### src/hdl/sad_pkg.sv
// ---------------------------------------------------------------------------
// sad_pkg
// Shared types, constants and arithmetic helpers of the stereo allpass
// diffuser: sample format, register codes, rounding multiply and saturation.
// ---------------------------------------------------------------------------
`default_nettype none

package sad_pkg;

    // sample format, signed Q1.23
    localparam int SW  = 24;
    localparam int SWE = SW + 1;           // difference of two samples
    localparam int SWS = SW + 2;           // sum before saturation

    // Q0.16 factors (amount and stage gain)
    localparam int QW    = 16;
    localparam int AMT_W = 17;
    localparam int PW    = SWE + AMT_W + 1; // product of a SWE sample and a factor

    localparam logic [AMT_W-1:0] AMT_ONE    = 17'd65536;
    localparam logic [AMT_W-1:0] GAIN_BASE  = 17'd22938;
    localparam logic [31:0]      GAIN_SLOPE = 32'd25559;
    localparam logic [31:0]      ROUND_HALF = 32'd32768;

    // configuration port
    localparam int CFG_W     = 48;
    localparam int CFG_IDX_W = 2;
    localparam logic [CFG_IDX_W-1:0] CFG_MIX  = 2'd0;
    localparam logic [CFG_IDX_W-1:0] CFG_LDLY = 2'd1;
    localparam logic [CFG_IDX_W-1:0] CFG_RDLY = 2'd2;

    localparam logic [AMT_W-1:0] MIX_RST  = 17'd32768;
    localparam logic [CFG_W-1:0] LDLY_RST = 48'd39244694167701;
    localparam logic [CFG_W-1:0] RDLY_RST = 48'd43231715778738;

    // stage gain at the reset amount
    localparam logic [AMT_W-1:0] GAIN_RST = 17'd35718;

    // packed stage delays
    localparam int DLY_FW      = 12;
    localparam int DLY_NFIELDS = CFG_W / DLY_FW;

    typedef logic signed [SW-1:0] t_sample;

    typedef struct packed {
        logic rd_en;   // transaction accepted, delay read issued
        logic wr_en;   // first stage slot retires, delay write
    } t_stage_ctl;

    localparam logic signed [SWS-1:0] SMAX = SWS'((64'sd1 <<< (SW - 1)) - 64'sd1);
    localparam logic signed [SWS-1:0] SMIN = -SMAX - SWS'(1);

    function automatic t_sample sat_s(input logic signed [SWS-1:0] v);
        t_sample r;
        if (v > SMAX) begin
            r = SMAX[SW-1:0];
        end else if (v < SMIN) begin
            r = SMIN[SW-1:0];
        end else begin
            r = v[SW-1:0];
        end
        return r;
    endfunction

    // floor((v * f + 32768) / 65536), rounded half up
    function automatic logic signed [SWE-1:0] mulq16(input logic signed [SWE-1:0] v,
                                                      input logic [AMT_W-1:0] f);
        logic signed [PW-1:0] p;
        logic signed [PW-1:0] q;
        p = PW'(v) * PW'($signed({1'b0, f}));
        p = p + PW'($signed({1'b0, ROUND_HALF}));
        q = p >>> QW;
        return q[SWE-1:0];
    endfunction

endpackage

`default_nettype wire

### src/hdl/sad_out_if.sv
// ---------------------------------------------------------------------------
// sad_out_if
// Output channel of the diffuser: one mixed stereo pair per transaction.
// ---------------------------------------------------------------------------
`default_nettype none

interface sad_out_if;
    import sad_pkg::*;

    logic    valid;
    logic    ready;
    t_sample left_out;
    t_sample right_out;

    modport src (output valid, output left_out, output right_out, input ready);
    modport snk (input valid, input left_out, input right_out, output ready);
endinterface

`default_nettype wire

### src/hdl/sad_mix.sv
// ---------------------------------------------------------------------------
// sad_mix
// Dry/wet mix of both channels and the output register that drives the
// result channel.
// ---------------------------------------------------------------------------
`default_nettype none

module sad_mix (
    input  wire  logic                      i_clk,
    input  wire  logic                      i_rst_n,
    input  wire  logic                      i_valid,
    output       logic                      o_ready,
    input  wire  logic [sad_pkg::AMT_W-1:0] i_amt,
    input  wire  sad_pkg::t_sample          i_wet_l,
    input  wire  sad_pkg::t_sample          i_wet_r,
    input  wire  sad_pkg::t_sample          i_dry_l,
    input  wire  sad_pkg::t_sample          i_dry_r,
    sad_out_if.src                          o_res
);
    import sad_pkg::*;

    logic    r_v2;
    t_sample r_wet_l;
    t_sample r_wet_r;
    t_sample r_dry_l;
    t_sample r_dry_r;
    logic    r_vo;
    t_sample r_out_l;
    t_sample r_out_r;

    logic                  adv_o;
    logic signed [SWE-1:0] m_l;
    logic signed [SWE-1:0] m_r;
    t_sample               n_out_l;
    t_sample               n_out_r;

    always_comb begin
        adv_o   = r_v2 && (!r_vo || o_res.ready);
        o_ready = !r_v2 || adv_o;
        m_l     = mulq16(SWE'(r_wet_l) - SWE'(r_dry_l), i_amt);
        m_r     = mulq16(SWE'(r_wet_r) - SWE'(r_dry_r), i_amt);
        n_out_l = sat_s(SWS'(r_dry_l) + SWS'(m_l));
        n_out_r = sat_s(SWS'(r_dry_r) + SWS'(m_r));
    end

    always_ff @(posedge i_clk) begin
        if (i_valid && o_ready) begin
            r_wet_l <= i_wet_l;
            r_wet_r <= i_wet_r;
            r_dry_l <= i_dry_l;
            r_dry_r <= i_dry_r;
        end
        if (adv_o) begin
            r_out_l <= n_out_l;
            r_out_r <= n_out_r;
        end
    end

    always_ff @(posedge i_clk) begin
        if (!i_rst_n) begin
            r_v2 <= 1'b0;
            r_vo <= 1'b0;
        end else begin
            if (i_valid && o_ready) begin
                r_v2 <= 1'b1;
            end else if (adv_o) begin
                r_v2 <= 1'b0;
            end
            if (adv_o) begin
                r_vo <= 1'b1;
            end else if (o_res.ready) begin
                r_vo <= 1'b0;
            end
        end
    end

    assign o_res.valid     = r_vo;
    assign o_res.left_out  = r_out_l;
    assign o_res.right_out = r_out_r;

endmodule

`default_nettype wire

### src/flat_wrapper.sv
// flat-port wrapper written by rule: the top's interface ports become plain ports
module sad_mix_flat import sad_pkg::*;
  (i_clk, i_rst_n, i_valid, o_ready, i_amt, i_wet_l, i_wet_r, i_dry_l, i_dry_r, o_res_valid, o_res_left_out, o_res_right_out, o_res_ready);
  sad_out_if o_res_i ();
  input  wire  logic i_clk;
  input  wire  logic i_rst_n;
  input  wire  logic i_valid;
  output       logic o_ready;
  input  wire  logic [sad_pkg::AMT_W-1:0] i_amt;
  input  wire  sad_pkg::t_sample i_wet_l;
  input  wire  sad_pkg::t_sample i_wet_r;
  input  wire  sad_pkg::t_sample i_dry_l;
  input  wire  sad_pkg::t_sample i_dry_r;
  output wire logic [$bits(o_res_i.valid)-1:0] o_res_valid;
  output wire logic [$bits(o_res_i.left_out)-1:0] o_res_left_out;
  output wire logic [$bits(o_res_i.right_out)-1:0] o_res_right_out;
  input wire logic [$bits(o_res_i.ready)-1:0] o_res_ready;
  assign o_res_valid = o_res_i.valid;
  assign o_res_left_out = o_res_i.left_out;
  assign o_res_right_out = o_res_i.right_out;
  assign o_res_i.ready = o_res_ready;
  sad_mix u_core (.i_clk(i_clk), .i_rst_n(i_rst_n), .i_valid(i_valid), .o_ready(o_ready), .i_amt(i_amt), .i_wet_l(i_wet_l), .i_wet_r(i_wet_r), .i_dry_l(i_dry_l), .i_dry_r(i_dry_r), .o_res(o_res_i));
endmodule
### config.mk
export PLATFORM = sky130hd
export DESIGN_NAME = sad_mix_flat
export DESIGN_NICKNAME = d
export VERILOG_FILES = /design/src/hdl/sad_pkg.sv /design/src/hdl/sad_out_if.sv /design/src/hdl/sad_mix.sv /design/src/flat_wrapper.sv
export SDC_FILE = /design/constraint.sdc
export NUM_CORES = 2
export LEC_CHECK = 0
export ABC_AREA = 1
export BUFFER_PORTS_ARGS = -buffer_cell sky130_fd_sc_hd__buf_2
export CORE_AREA = 2 2 328 330
export DETAILED_ROUTE_END_ITERATION = 10
export DIE_AREA = 0 0 330 332
export GPL_ROUTABILITY_DRIVEN = 0
export SETUP_SLACK_MARGIN = 0.05
export SLEW_MARGIN = 30
export SYNTH_ARGS = -nofsm -noshare
export SYNTH_HDL_FRONTEND = slang
export SYNTH_SLANG_ARGS = --single-unit
### constraint.sdc
create_clock -name i_clk -period 26.6 [get_ports i_clk]
set_clock_uncertainty 0.1 [all_clocks]
set_input_delay 0 -clock i_clk [delete_from_list [all_inputs] [get_ports i_clk]]
set_output_delay 0 -clock i_clk [all_outputs]
set_load 0.02 [all_outputs]
* After elaboration in Yosys (flattened, before gate mapping)
Cells that the tools add are included.
Operators by class: add/subtract/negate cells 6, $mul 2, divide/modulo/power cells 0, magnitude comparators 4, equal/unequal tests 0, shift-type cells 0, multiplexer cells 6, bitwise gates (word level) 0, reduce and logical (&&, ||, !) cells 8
Operator list (number):
- adder 41 x 17 -> 41 bit (second input constant) | 2
- multiplier 25 x 18 -> 41 bit | 2
- adder 24 x 25 -> 26 bit | 2
- > comparator 26 x 24 -> 1 bit (second input constant) | 2
- less-than comparator 26 x 24 -> 1 bit (second input constant) | 2
- subtractor 24 x 24 -> 25 bit | 2
- two-way mux 24 bit | 2
- two-way mux 1 bit | 4
- nonzero test 2 bit | 2
- logical AND 1 bit | 2
- logical NOT 1 bit | 2
- logical OR 1 bit | 2
Word-level totals: register bits 146, bits in latches 0, memory bits (writable) 0, memory bits (read-only) 0, input port bits 117, logic and storage cells 34, memories 0

* Longest topological paths before layout
depth in word-level cells 6, gate-level depth with buffers 53

* Least setup slack after synthesis
OpenSTA, ideal clock, no wires.
kind register to register, start register u_core.r_dry_l[0], end register u_core.r_out_l[10], in the netlist u_core.o_res.left_out[10] (data pin), library setup time 0.253 ns, data arrival time 8.151 ns, data required time 26.247 ns, setup slack 18.095 ns, cell stages (with the launch flop) 46, path buffers 1, period minus slack after synthesis 8.505 ns, cells stage by stage edfxtp_1 -> ha_1 -> fa_1 -> o21ai_2 -> nand2_2 -> o21ai_4 -> nand2_2 -> nand3_1 -> nand2_1 -> nand2_2 -> inv_2 -> nor2_2 -> inv_1 -> fa_1 -> fa_1 -> inv_1 -> fa_1 -> fa_1 -> (+10 left out) -> nand2_1 -> nor2_1 -> inv_1 -> nand2_1 -> nand2_1 -> ha_1 -> nand2_1 -> nor2_1 -> nand2_1 -> nor4_1 -> nand2_1 -> nand2_1 -> nand2_1 -> nand2_1 -> inv_1 -> nand2_1 -> buf_4 -> nand2_1
Between the ends: cells in the longest elaborated chain, start to end 6, elaborated cells between the ends (all ways) 7, classes of those cells add/sub: 3; mul: 1; order compare: 2; mux: 1
RTL lines:
- start: declaration | line sad_mix.sv:25 | t_sample r_dry_l;
- start signal: assignment | line sad_mix.sv:50 | r_dry_l <= i_dry_l;
- subtractor 24 x 24 -> 25 bit | line sad_mix.sv:40 | m_l = mulq16(SWE'(r_wet_l) - SWE'(r_dry_l), i_amt);
- multiplier 25 x 18 -> 41 bit | line sad_pkg.sv:70 | p = PW'(v) * PW'($signed({1'b0, f}));
- adder 41 x 17 -> 41 bit | line sad_pkg.sv:71 | p = p + PW'($signed({1'b0, ROUND_HALF}));
- adder 24 x 25 -> 26 bit (*) | line sad_mix.sv:42 | n_out_l = sat_s(SWS'(r_dry_l) + SWS'(m_l));
- less-than comparator 26 x 24 -> 1 bit | line sad_pkg.sv:57 | end else if (v < SMIN) begin
- two-way mux 24 bit | line sad_pkg.sv:57
- end signal: assignment | line sad_mix.sv:54 | r_out_l <= n_out_l;
- end: declaration | line sad_mix.sv:28 | t_sample r_out_l;
Every way passes the cells marked *; elsewhere a longest branch is shown, timed or not. A chain may end at the register's enable or synchronous reset.

* Worst setup path in the final report
start register u_core.r_dry_r[0], end register u_core.r_out_r[4], in the netlist u_core.o_res.right_out[4] (data pin)
Between the ends: cells in the longest elaborated chain, start to end 6, elaborated cells between the ends (all ways) 7, classes of those cells add/sub: 3; mul: 1; order compare: 2; mux: 1
RTL lines:
- start: declaration | line sad_mix.sv:26 | t_sample r_dry_r;
- start signal: assignment | line sad_mix.sv:51 | r_dry_r <= i_dry_r;
- subtractor 24 x 24 -> 25 bit | line sad_mix.sv:41 | m_r = mulq16(SWE'(r_wet_r) - SWE'(r_dry_r), i_amt);
- multiplier 25 x 18 -> 41 bit | line sad_pkg.sv:70
- adder 41 x 17 -> 41 bit | line sad_pkg.sv:71
- adder 24 x 25 -> 26 bit (*) | line sad_mix.sv:43 | n_out_r = sat_s(SWS'(r_dry_r) + SWS'(m_r));
- less-than comparator 26 x 24 -> 1 bit | line sad_pkg.sv:57
- two-way mux 24 bit | line sad_pkg.sv:57
- end signal: assignment | line sad_mix.sv:55 | r_out_r <= n_out_r;
- end: declaration | line sad_mix.sv:29 | t_sample r_out_r;
Marked as above.

==> results.ini <==
[outcome]
status = finished, violations left
violations = DRC

[worst_setup_path]
cp-end-kind = flop
critPathMostFrequentCell = nand2_1
crit_type = flop to flop
cp.required_ns = 26.67
r2r_end = u_core.o_res.right_out[4]$_SDFFCE_PN1P_
slowest_stage = fa_1
start_kind = flop
regToRegStartpoint = u_core.r_dry_r[0]$_DFFE_PP_
max_stage_delay_ns = 0.53
r2r_cells = 38
cpLargestDelayFamily = adder cells
cp_max_fo = 23
r2r_slack_ns = 15.86
worst-path-buf-inv = 7
arrival_ns = 10.82

[logic_synthesis]
synth-async-reset-ratio_pct = 0
ys_seq_elements = 146
synth_nets = 6505
ys_warn_count = 0
synth_cell_type_count = 57
synth_seq_area_share_pct = 10.39
synth-edff-count = 144
yosys-top-cells-count = inv_1, nand2_1, fa_1, nor2_1, ha_1
yosys.area.top_type_share_pct = 38.61
syn_area_um2 = 41990
synthTopCellsByArea = fa_1, inv_1, edfxtp_1
netlist_instances = 5238
synth-main-ff-cell = edfxtp_1
syn_area_per_cell_um2 = 8.017
yosysMostFrequentCell = inv_1
yosysTopAreaCell = fa_1

[drt]
viasPerCell = 5.139
drt-total-wl_um = 132300
wl_per_cell_um = 19.32
drt_iter0_markers = 2963
wl_met2_um = 59530
dr.pass1.iters = 11
drc = 2
wl_met1_um = 56450
vias = 35200
highest_layer = met5
wl_met3_um = 11660
ant_nets = 0

[global_routing]
grt_usage_pct = 24.72
grt_max_degree = 51
grt_pass1_wl_um = 207200
antenna_found_initial = 4
overflow = 0
grt_pass1_vias = 35870

[sta]
setup_violations = 0
rsz0062_at_grt = no
min_period_ns = 10.74
fmax_mhz = 93.08
tightestPinTransition_ns = 0.9893
finalCritPeriodShare_pct = 40.39
hold_viol = 0
max_slew_margin_pct = 33.97
timing.final.max_slew_violations = 0
tns_ns = 0

[cts]
cts_tree = built
h-tree-depth = 4
clockBufferDepth = 2
numClockSinks = 146
insertion_delay_ns = 0.46
clkTransAtPathRegs_ns = 0.07
cts_root_buffer = clkbuf_16
cts_buffers = 17

[die]
dieArea_um2 = 109600
dieHeight_um = 332
num_rows = 120
ios = 167
die_x_um = 330
initial_core_util_pct = 39.50
core_um2 = 106300

[worst_hold_path]
worstHoldEndpoint = u_core.r_wet_r[15]$_DFFE_PP_
worst_hold_path.num_cells = 2
hp-start = i_wet_r[15]
hp-class = input port to flop

[finish]
drive_gt1_share_pct = 6.997
fillerInstances = 10780
instances_no_fill = 6849
layout.nets = 6699
area_growth_pct = 9.382

[placement]
place_hpwl_um = 110600
portBuffers = 166
placed_cells = 6715

[run]
max-cap-violations = 0

==> cell usage in the layout, fill, tap and decap left out, types with 101 or more instances in the layout <==
cell type      netlist  layout
a21oi_1            183     182
ha_1               340     340
nand3_1            224     224
fa_1               810     810
inv_1             1272    1269
nand2_1            897     897
buf_2               17     166
dlygate4sd3_1        0     101
nor2_1             696     696
edfxtp_1           144     144
==> state kept, by name, indices dropped and copies added, names as in the netlist <==
register and flops:
u_core.o_res.left_out 24, u_core.o_res.right_out 24, u_core.r_dry_l 24, u_core.r_dry_r 24
u_core.r_wet_l 24, u_core.r_wet_r 24, u_core.o_res.valid 1, u_core.r_v2 1
==> kinds of logic after synthesis <==
| kind of cell | synth area share [%] |
|---|---|
| and+or+nand+nor | 20.29 |
| buffers and inverters | 12.98 |
| adders and majority gates | 48.74 |
| AOI/OAI and AO/OA | 5.110 |
| DFF | 10.39 |
| xor gates and xnor gates | 2.485 |
==> metrics by stage <==
step,util (%),hold slack (ns),setup slack [ns],cell area (um^2)
finish,43.21,0.1403,15.86,45930
global route,43.21,0.1425,15.32,45930
CTS,43.20,0.1131,16.06,45920
detailed placement,41.68,0.07811,16.08,44300
global placement,41.67,0.07852,16.01,44300
floorplan,-,-0.001131,18.10,41990
==> how the worst max path moves through the flow <==
stage / endpoint / start / cells after the start / slack (ns)
floorplan: u_core.o_res.left_out[10]$_SDFFCE_PN1P_ / u_core.r_dry_l[0]$_DFFE_PP_ / 45 / 18.10
global placement: u_core.o_res.right_out[1]$_SDFFCE_PN1P_ / u_core.r_dry_r[8]$_DFFE_PP_ / 36 / 16.01
detailed placement: u_core.o_res.right_out[4]$_SDFFCE_PN1P_ / u_core.r_dry_r[7]$_DFFE_PP_ / 37 / 16.08
CTS: u_core.o_res.right_out[4]$_SDFFCE_PN1P_ / u_core.r_dry_r[7]$_DFFE_PP_ / 37 / 16.06
global route: u_core.o_res.left_out[15]$_SDFFCE_PN1P_ / u_core.r_dry_l[0]$_DFFE_PP_ / 40 / 15.32
finish: u_core.o_res.right_out[4]$_SDFFCE_PN1P_ / u_core.r_dry_r[0]$_DFFE_PP_ / 38 / 15.86
==> per-layer routing <==
layer / global-route usage [%] / up-vias
met3: 4.527 / 218
met2: 38.40 / 1541
met5: 0 / -
met4: 7.644 / 6
met1: 34.96 / 17370
li1: - / 16060
==> worst register-to-register path: cells and delay by family (launching register included) <==
family	cells	cell delay, ns
simple gates	15	2.45
fa+ha+maj	11	4.69
compound gates	3	0.89
buf+inv	7	0.90
xor+xnor	2	1.03
flops	1	0.41
==> area by class of cell <==
cell class | instances | area, um^2 | area share, %
multi-input cells | 3668 | 32220 | 70.14
inverters | 1294 | 4860 | 10.58
flip-flops and latches | 146 | 4364 | 9.501
repair buffers | 305 | 2127 | 4.631
well taps | 1403 | 1755 | 3.822
clock buffers | 17 | 425.4 | 0.9261
clock inverters | 15 | 181.4 | 0.3950
diodes | 1 | 2.502 | 0.005448
==> what timing repair did <==
item                      CTS  global route
resized for setup           0             0
buffers inserted            0             0
hold endpoints to repair   98             0
hold buffers              101             0
Power is left out: the tool's default activity adds up to more than one toggle a clock period on the data nets, which glitch-free logic cannot reach.
